[src/design/lprq_pkg.sv]
// ----------------------------------------------------------------------------
// lprq_pkg: shared types and constants of the line packet receive queue
// Sizes of the packet ring, payload structs, request codes and the
// controller/datapath command and status groups.
// ----------------------------------------------------------------------------
package lprq_pkg;

  localparam int QUEUE_SLOTS = 4;
  localparam int SLOT_BYTES  = 50;
  localparam int LINE_MAX    = SLOT_BYTES - 1;

  localparam int SLOT_W  = $clog2(QUEUE_SLOTS);
  localparam int LEN_W   = $clog2(SLOT_BYTES);
  localparam int ADDR_W  = $clog2(QUEUE_SLOTS * LINE_MAX);
  localparam int CNT_W   = SLOT_W + 1;
  localparam int WAIT_W  = 2;

  localparam logic [7:0] LINE_END_RESET = 8'd10;

  // Request codes carried in req_type.
  localparam logic REQ_BYTE    = 1'b0;
  localparam logic REQ_DEQUEUE = 1'b1;

  typedef struct packed {
    logic       req_type;
    logic [7:0] rx_byte;
  } lprq_in_t;

  typedef struct packed {
    logic [7:0]        out_byte;
    logic              last_of_packet;
    logic              queue_empty;
    logic [WAIT_W-1:0] packets_waiting;
  } lprq_out_t;

  typedef enum logic [1:0] {
    ST_IDLE,
    ST_ISSUE,
    ST_FETCH,
    ST_REPLY
  } lprq_state_t;

  typedef struct packed {
    logic write_byte;
    logic start_deq;
    logic rd_issue;
    logic idx_inc;
    logic load_byte;
    logic load_empty;
  } lprq_cmd_t;

  typedef struct packed {
    logic ring_empty;
    logic can_load;
    logic last_byte;
  } lprq_status_t;

  function automatic logic [SLOT_W-1:0] next_slot(input logic [SLOT_W-1:0] s);
    if (s == SLOT_W'(QUEUE_SLOTS - 1)) begin
      return '0;
    end
    return s + 1'b1;
  endfunction

  // Packets between tail and head, saturated to what packets_waiting can show.
  function automatic logic [WAIT_W-1:0] waiting_count(input logic [SLOT_W-1:0] head,
                                                      input logic [SLOT_W-1:0] tail);
    logic [CNT_W-1:0] cnt;
    if (head >= tail) begin
      cnt = CNT_W'(head) - CNT_W'(tail);
    end else begin
      cnt = CNT_W'(head) + CNT_W'(QUEUE_SLOTS) - CNT_W'(tail);
    end
    if (cnt > CNT_W'(3)) begin
      return WAIT_W'(3);
    end
    return WAIT_W'(cnt);
  endfunction

endpackage

[src/design/line_packet_receive_queue.sv]
// ----------------------------------------------------------------------------
// line_packet_receive_queue: line-framed receive packet queue
// Assembles received bytes into lines, queues finished lines as packets in
// a ring of slots and plays the oldest packet back byte by byte on request.
// ----------------------------------------------------------------------------
// A received byte (req_type 0) keeps the controller idle and the block takes
// another byte in the very next cycle; it gives no result. When the byte
// equals cfg line-end character (10 after reset) the line, that byte
// included, becomes a packet; with the ring full the oldest packet is
// dropped, and the ring holds at most QUEUE_SLOTS-1 packets. A line that
// reaches SLOT_BYTES-1 bytes without a line end starts over at its first
// byte. A dequeue (req_type 1) holds in_stall high from the cycle after its
// beat until its last result byte has been loaded into the output register:
// state ST_ISSUE issues the first read of the single-port packet memory,
// whose read data is registered, then ST_FETCH loads one byte a cycle while
// the output is not stalled; the empty reply is loaded from ST_REPLY. The
// output register lets the next request be accepted while the final byte
// still waits to be taken. No clearing pass runs after reset; the block is
// ready in the first cycle after rst_n rises. The user must write configuration
// only while the block is idle; the block itself does not enforce this.
module line_packet_receive_queue
  import lprq_pkg::*;
(
  input  logic       clk,
  input  logic       rst_n,
  input  logic       in_valid,
  output logic       in_stall,
  input  lprq_in_t   in_data,
  output logic       out_valid,
  input  logic       out_stall,
  output lprq_out_t  out_data,
  input  logic       cfg_we,
  input  logic [7:0] cfg_wdata
);

  // Commands from the controller and status back from the datapath.
  lprq_cmd_t    cmd;
  lprq_status_t status;

  lprq_ctrl u_ctrl (
    .clk      (clk),
    .rst_n    (rst_n),
    .in_valid (in_valid),
    .req_type (in_data.req_type),
    .in_stall (in_stall),
    .status   (status),
    .cmd      (cmd)
  );

  lprq_dp u_dp (
    .clk       (clk),
    .rst_n     (rst_n),
    .in_data   (in_data),
    .cfg_we    (cfg_we),
    .cfg_wdata (cfg_wdata),
    .cmd       (cmd),
    .status    (status),
    .out_valid (out_valid),
    .out_stall (out_stall),
    .out_data  (out_data)
  );

endmodule

[src/design/lprq_ctrl.sv]
// ----------------------------------------------------------------------------
// lprq_ctrl: sequencing controller
// Accepts requests, and for a dequeue steps the packet memory reads and the
// loads of the output register.
// ----------------------------------------------------------------------------
module lprq_ctrl
  import lprq_pkg::*;
(
  input  logic         clk,
  input  logic         rst_n,
  input  logic         in_valid,
  input  logic         req_type,
  output logic         in_stall,
  input  lprq_status_t status,
  output lprq_cmd_t    cmd
);

  lprq_state_t state_r;
  lprq_state_t state_nxt;

  always_ff @(posedge clk) begin
    if (!rst_n) begin
      state_r <= ST_IDLE;
    end else begin
      state_r <= state_nxt;
    end
  end

  always_comb begin
    state_nxt = state_r;
    cmd       = '0;
    in_stall  = 1'b1;
    unique case (state_r)
      ST_IDLE: begin
        in_stall = 1'b0;
        if (in_valid) begin
          if (req_type == REQ_DEQUEUE) begin
            cmd.start_deq = 1'b1;
            state_nxt     = status.ring_empty ? ST_REPLY : ST_ISSUE;
          end else begin
            cmd.write_byte = 1'b1;
          end
        end
      end
      ST_REPLY: begin
        if (status.can_load) begin
          cmd.load_empty = 1'b1;
          state_nxt      = ST_IDLE;
        end
      end
      ST_ISSUE: begin
        cmd.rd_issue = 1'b1;
        state_nxt    = ST_FETCH;
      end
      ST_FETCH: begin
        if (status.can_load) begin
          cmd.load_byte = 1'b1;
          if (status.last_byte) begin
            state_nxt = ST_IDLE;
          end else begin
            cmd.rd_issue = 1'b1;
            cmd.idx_inc  = 1'b1;
          end
        end
      end
      default: begin
        state_nxt = ST_IDLE;
      end
    endcase
  end

endmodule

[src/design/lprq_dp.sv]
// ----------------------------------------------------------------------------
// lprq_dp: packet ring datapath
// Packet memory, line write pointer, ring head and tail, packet lengths,
// the line-end register and the output register.
// ----------------------------------------------------------------------------
module lprq_dp
  import lprq_pkg::*;
(
  input  logic         clk,
  input  logic         rst_n,
  input  lprq_in_t     in_data,
  input  logic         cfg_we,
  input  logic [7:0]   cfg_wdata,
  input  lprq_cmd_t    cmd,
  output lprq_status_t status,
  output logic         out_valid,
  input  logic         out_stall,
  output lprq_out_t    out_data
);

  logic [7:0]        mem [QUEUE_SLOTS*LINE_MAX];
  logic [LEN_W-1:0]  len_mem [QUEUE_SLOTS];

  logic [7:0]        line_end_r;
  logic [LEN_W-1:0]  wp_r;
  logic [SLOT_W-1:0] head_r;
  logic [SLOT_W-1:0] tail_r;

  logic [ADDR_W-1:0] base_r;
  logic [LEN_W-1:0]  len_r;
  logic [LEN_W-1:0]  idx_r;
  logic [WAIT_W-1:0] left_r;
  logic [7:0]        rd_data_r;
  logic              out_valid_r;
  lprq_out_t         out_data_r;

  logic [LEN_W-1:0]  wp_inc;
  logic [ADDR_W-1:0] wr_addr;
  logic [ADDR_W-1:0] rd_addr;
  logic [LEN_W-1:0]  rd_idx;
  logic              is_end;
  logic [SLOT_W-1:0] head_next;
  logic [SLOT_W-1:0] tail_next;

  always_comb begin
    wp_inc    = wp_r + 1'b1;
    wr_addr   = ADDR_W'(head_r) * ADDR_W'(LINE_MAX) + ADDR_W'(wp_r);
    rd_idx    = cmd.idx_inc ? idx_r + 1'b1 : idx_r;
    rd_addr   = base_r + ADDR_W'(rd_idx);
    is_end    = in_data.rx_byte == line_end_r;
    head_next = next_slot(head_r);
    tail_next = next_slot(tail_r);

    status.ring_empty = head_r == tail_r;
    status.can_load   = !out_valid_r || !out_stall;
    status.last_byte  = (idx_r + 1'b1) == len_r;
  end

  always_ff @(posedge clk) begin
    if (cmd.write_byte) begin
      mem[wr_addr] <= in_data.rx_byte;
    end
  end

  always_ff @(posedge clk) begin
    if (cmd.rd_issue) begin
      rd_data_r <= mem[rd_addr];
    end
  end

  // Ring pointers and the configuration register.
  always_ff @(posedge clk) begin
    if (!rst_n) begin
      line_end_r <= LINE_END_RESET;
      wp_r       <= '0;
      head_r     <= '0;
      tail_r     <= '0;
    end else begin
      if (cfg_we) begin
        line_end_r <= cfg_wdata;
      end
      if (cmd.write_byte) begin
        if (is_end) begin
          wp_r   <= '0;
          head_r <= head_next;
          if (head_next == tail_r) begin
            tail_r <= tail_next;
          end
        end else if (wp_inc == LEN_W'(LINE_MAX)) begin
          wp_r <= '0;
        end else begin
          wp_r <= wp_inc;
        end
      end else if (cmd.start_deq && !status.ring_empty) begin
        tail_r <= tail_next;
      end
    end
  end

  // Packet length table and dequeue context.
  always_ff @(posedge clk) begin
    if (cmd.write_byte && is_end) begin
      len_mem[head_r] <= wp_inc;
    end
    if (cmd.start_deq) begin
      base_r <= ADDR_W'(tail_r) * ADDR_W'(LINE_MAX);
      len_r  <= len_mem[tail_r];
      left_r <= waiting_count(head_r, tail_next);
      idx_r  <= '0;
    end else if (cmd.idx_inc) begin
      idx_r <= idx_r + 1'b1;
    end
  end

  always_ff @(posedge clk) begin
    if (!rst_n) begin
      out_valid_r <= 1'b0;
    end else if (cmd.load_byte || cmd.load_empty) begin
      out_valid_r <= 1'b1;
    end else if (!out_stall) begin
      out_valid_r <= 1'b0;
    end
  end

  always_ff @(posedge clk) begin
    if (cmd.load_byte) begin
      out_data_r.out_byte        <= rd_data_r;
      out_data_r.last_of_packet  <= status.last_byte;
      out_data_r.queue_empty     <= 1'b0;
      out_data_r.packets_waiting <= left_r;
    end else if (cmd.load_empty) begin
      out_data_r.out_byte        <= '0;
      out_data_r.last_of_packet  <= 1'b1;
      out_data_r.queue_empty     <= 1'b1;
      out_data_r.packets_waiting <= '0;
    end
  end

  assign out_valid = out_valid_r;
  assign out_data  = out_data_r;

endmodule

[config.mk]
export PLATFORM = sky130hd
export DESIGN_NAME = line_packet_receive_queue
export DESIGN_NICKNAME = d
export VERILOG_FILES = /design/src/design/lprq_pkg.sv /design/src/design/line_packet_receive_queue.sv /design/src/design/lprq_ctrl.sv /design/src/design/lprq_dp.sv
export SDC_FILE = /design/constraint.sdc
export NUM_CORES = 2
export LEC_CHECK = 0
export BUFFER_PORTS_ARGS = -buffer_cell sky130_fd_sc_hd__buf_2
export CAP_MARGIN = 20
export CORE_MARGIN = 3
export CORE_UTILIZATION = 45
export CTS_CLUSTER_DIAMETER = 150
export DETAILED_ROUTE_END_ITERATION = 8
export SYNTH_ARGS = -nofsm -noshare
export SYNTH_HDL_FRONTEND = slang
export SYNTH_SLANG_ARGS = --single-unit
[constraint.sdc]
create_clock -name clk -period 6.2 [get_ports clk]
set_clock_uncertainty 0.15 [all_clocks]
set_input_delay 0.31 -clock clk [delete_from_list [all_inputs] [get_ports clk]]
set_output_delay 0.31 -clock clk [all_outputs]
set_load 0.02 [all_outputs]
==> out/metrics.yaml <==
run_status:
  outcome: "finished, final reports clean"
min_path:
  min_path_cells: 2
  min_to: "u_dp.mem[149][2]"
  min-delay-start: "in_data[2]"
  min_path_type: "input pin to flip-flop"
setup_path:
  worst_ep_arrival_time_ns: 6.27
  worstPathCellList: "and3_1 -> a31oi_2 -> o211a_4 -> a21oi_1 -> mux2_2 -> fa_4 -> buf_12 -> buf_12 -> mux4_2 -> mux4_2 -> nand3_1 -> a31oi_1 -> a211oi_2 -> a31oi_1"
  cpPeakStageDelay_ns: 0.98
  critPathKind: "flip-flop to flip-flop"
  start_kind: "flip-flop"
  cp-end-kind: "flip-flop"
  r2r-start: "u_dp.idx_r[2]"
  cp_max_fo: 52
  r2r_cells: 14
  reg2reg_setup_slack_ns: 0.30
  cp_slowest_cell: "fa_4"
  r2r_end: "u_dp.rd_data_r[5]"
  cp_data_required_time_ns: 6.57
job:
  cap_viol_max_count: 0
global_route:
  grt_max_degree: 150
  gr-usage-all-layers: 0.223
  grt_pass1_vias: 33500
  grt-ovfl-total: 0
  grt_antenna_before_repair: 11
  grt_pass1_wl_um: 242000
cts:
  cts.sinks: 1652
  cts_max_level: 4
  clockBufferDepth: 3
  cts_tree: "built"
  numCtsBuffers: 167
  clk_pin_slew_worst_paths_ns: 0.06
  clock_latency_ns: 0.80
  root_buffer: "clkbuf_16"
detailed_routing:
  drcViolationCount: 0
  drt_iter0_markers: 3892
  met2WireLength_um: 80600
  drt_first_pass_iters: 6
  wl_met3_um: 12900
  wl_met1_um: 68300
  highest_layer: "met4"
  vias_per_cell: 6.01
  wire_per_inst_um: 30.8
  routed-via-count: 32500
  wl_um: 167000
  drtAntennaViolNets: 0
synthesis:
  syn_nets: 3263
  async_flop_share: 0
  netlist_area_mm2: 0.0655
  ys_seq_area_frac: 0.753
  synthCells: 3210
  avgSynthCellArea_um2: 20.4
  yosys_warnings: 0
  synth_cell_types: 71
  synth_edf_count: 1624
  synth-seq-cells: 1652
  synthFlopType: "edfxtp_1"
floorplan:
  start_util: 0.455
  die_h_um: 387
  fp-row-count: 139
  die-area_mm2: 0.150
  die_x_um: 387
  core_area_mm2: 0.144
  io_pins: 36
placement:
  place.port_buffers: 35
  dpl_worst_slack_ns: 0.324
  gp_congestion: 0.815
  dp_hpwl_um: 101000
layout:
  multi_input_area_mm2: 0.0154
  fin_nets: 3417
  syn_to_final_growth_pct: 13.3
  final_util: 0.515
  drive_above_1_share: 0.237
  n_fill_cell: 11400
  regArea_mm2: 0.0493
timing:
  hold_ws_ns: 0.0776
  min_period_ns: 5.90
  fmax_mhz: 169
  setup_viol_count_final: 0
  final.setup.worst_slack_ns: 0.299
  setup_tns_ns: 0
  timing.slew.headroom: 0.289
  worst_slew_pin_slew_ns: 1.06
  maxSlewViolCount: 0
  fin_crit_sh: 0.952
  rsz0062_at_grt: "false"
  hold_violations: 0
power:
  pwr_density_cell_mw_per_mm2: 507
  power.total_w: 0.0376
  ir_drop_uv: 390
  p_leak_nw: 23.3
==> layout make-up <==
cell class,count,share of cell area
Timing Repair Buffer,166,0.0224
Multi-Input combinational cell,1360,0.207
Clock inverter,102,0.0123
Clock buffer,208,0.0601
Inverter,17,0.000860
Antenna cell,1,0.0000337
Sequential cell,1652,0.665
Tap cell,1903,0.0321
==> per-layer routing <==
layer | up-vias | GRT usage
li1 | 13500 | -
met1 | 17400 | 0.312
met2 | 1375 | 0.355
met3 | 244 | 0.0484
met4 | 0 | 0.0691
met5 | - | 0
==> synthesized netlist by cell type, drive strengths merged (6+ instances only) <==
library cell	number	area, µm²
nand4	14	87.6
and3	12	75.1
nor3	6	30.0
a32oi	10	87.6
and2	23	144
a31oi	17	128
o211ai	6	68.8
mux2i	106	1060
xor2	13	121
a21o	7	52.6
edfxtp	1624	48800
dfxtp	28	561
ha	27	338
a311oi	10	87.6
buf	77	458
nor2	225	850
a211oi	8	65.1
clkbuf	104	390
nand3	115	576
o21ai	7	42.5
a22oi	7	52.6
mux4	423	9530
nor2b	16	100
inv	17	63.8
a21oi	15	75.1
mux2	7	78.8
nand2	207	777
xnor2	27	251
==> how the worst max path moves through the flow <==
stage / start / endpoint / slack [ns]
3_3_place_gp: u_dp.idx_r[0] / u_dp.rd_data_r[5] / 0.34
2_1_floorplan: u_dp.idx_r[0] / u_dp.rd_data_r[3] / 1.03
3_5_place_dp: u_dp.idx_r[2] / u_dp.rd_data_r[5] / 0.32
4_1_cts: u_dp.idx_r[0] / u_dp.rd_data_r[5] / 0.31
5_1_grt: u_dp.idx_r[2] / u_dp.rd_data_r[5] / 0.05
6_report: u_dp.idx_r[2] / u_dp.rd_data_r[5] / 0.30
==> cell families (layout without fill, tap and decap cells) <==
family,Yosys count,after routing,synth area share
xor gates and xnor gates,41,41,0.00604
DFF,1652,1652,0.753
buffers and inverters,198,493,0.0139
and+or+nand+nor,629,629,0.0415
muxes,536,536,0.163
other,0,1,0
adders and majority gates,31,31,0.00638
AOI/OAI and AO/OA,123,123,0.0158
==> cell usage in the layout (no fill, tap or decap), types with 9 or more instances in the layout <==
cell	Yosys	final
nand4_1	14	14
dfxtp_1	28	28
buf_6	8	9
buf_2	51	27
mux4_2	422	422
clkinv_1	0	40
nor2b_1	16	16
a31oi_1	15	15
xnor2_1	25	23
a21oi_1	15	15
nor2_1	223	223
nand3_1	115	115
a311oi_1	10	10
clkinv_2	0	33
buf_12	0	28
clkbuf_1	104	35
and2_1	21	21
buf_4	12	64
mux2i_1	106	106
nand2_1	207	191
a32oi_1	10	10
nand2_2	0	16
inv_1	17	17
dlygate4sd3_1	0	38
xor2_1	12	12
clkbuf_16	0	173
and3_1	12	12
bufinv_16	0	15
ha_1	27	26
edfxtp_1	1624	1624
==> report_power, final <==
part | total, W | switching (W) | internal (W)
clock | 0.00992 | 0.00419 | 0.00573
sequential | 0.0125 | 0.0000839 | 0.0124
combinational | 0.0152 | 0.00819 | 0.00705
total | 0.0376 | 0.0125 | 0.0252
==> through the flow <==
step,cells,instance area (µm²)
2_1_floorplan,3210,65500
3_3_place_gp,5058,68400
3_5_place_dp,5058,68400
4_1_cts,5406,74100
5_1_grt,5409,74200
6_report,5409,74200
==> repair_timing <==
item,4_1_cts,5_1_grt
gates resized for setup,0,0
hold endpoints to repair,386,0
buffers inserted,0,0
hold buffers,38,0
==> sequential cells by signal, summed over array words and instances, names as in the netlist, 5 cells and up <==
register,flops
u_dp.len_mem,24
u_dp.len_r,6
u_dp.base_r,5
u_dp.out_data,12
u_dp.wp_r,6
u_dp.idx_r,6
u_dp.mem,1568
u_dp.line_end_r,8
u_dp.rd_data_r,8
==> worst max-delay path: cells and delay by family (launching register included) <==
family,cells,cell delay [ns]
AO/OA/AOI/OAI,6,1.32
adder cells (fa/ha/maj),1,0.98
buffers and inverters,2,0.54
flip-flops,1,0.65
multiplexers,3,1.37
AND/OR/NAND/NOR,2,0.55
No activity file was read; power rests on OpenSTA's default activity.
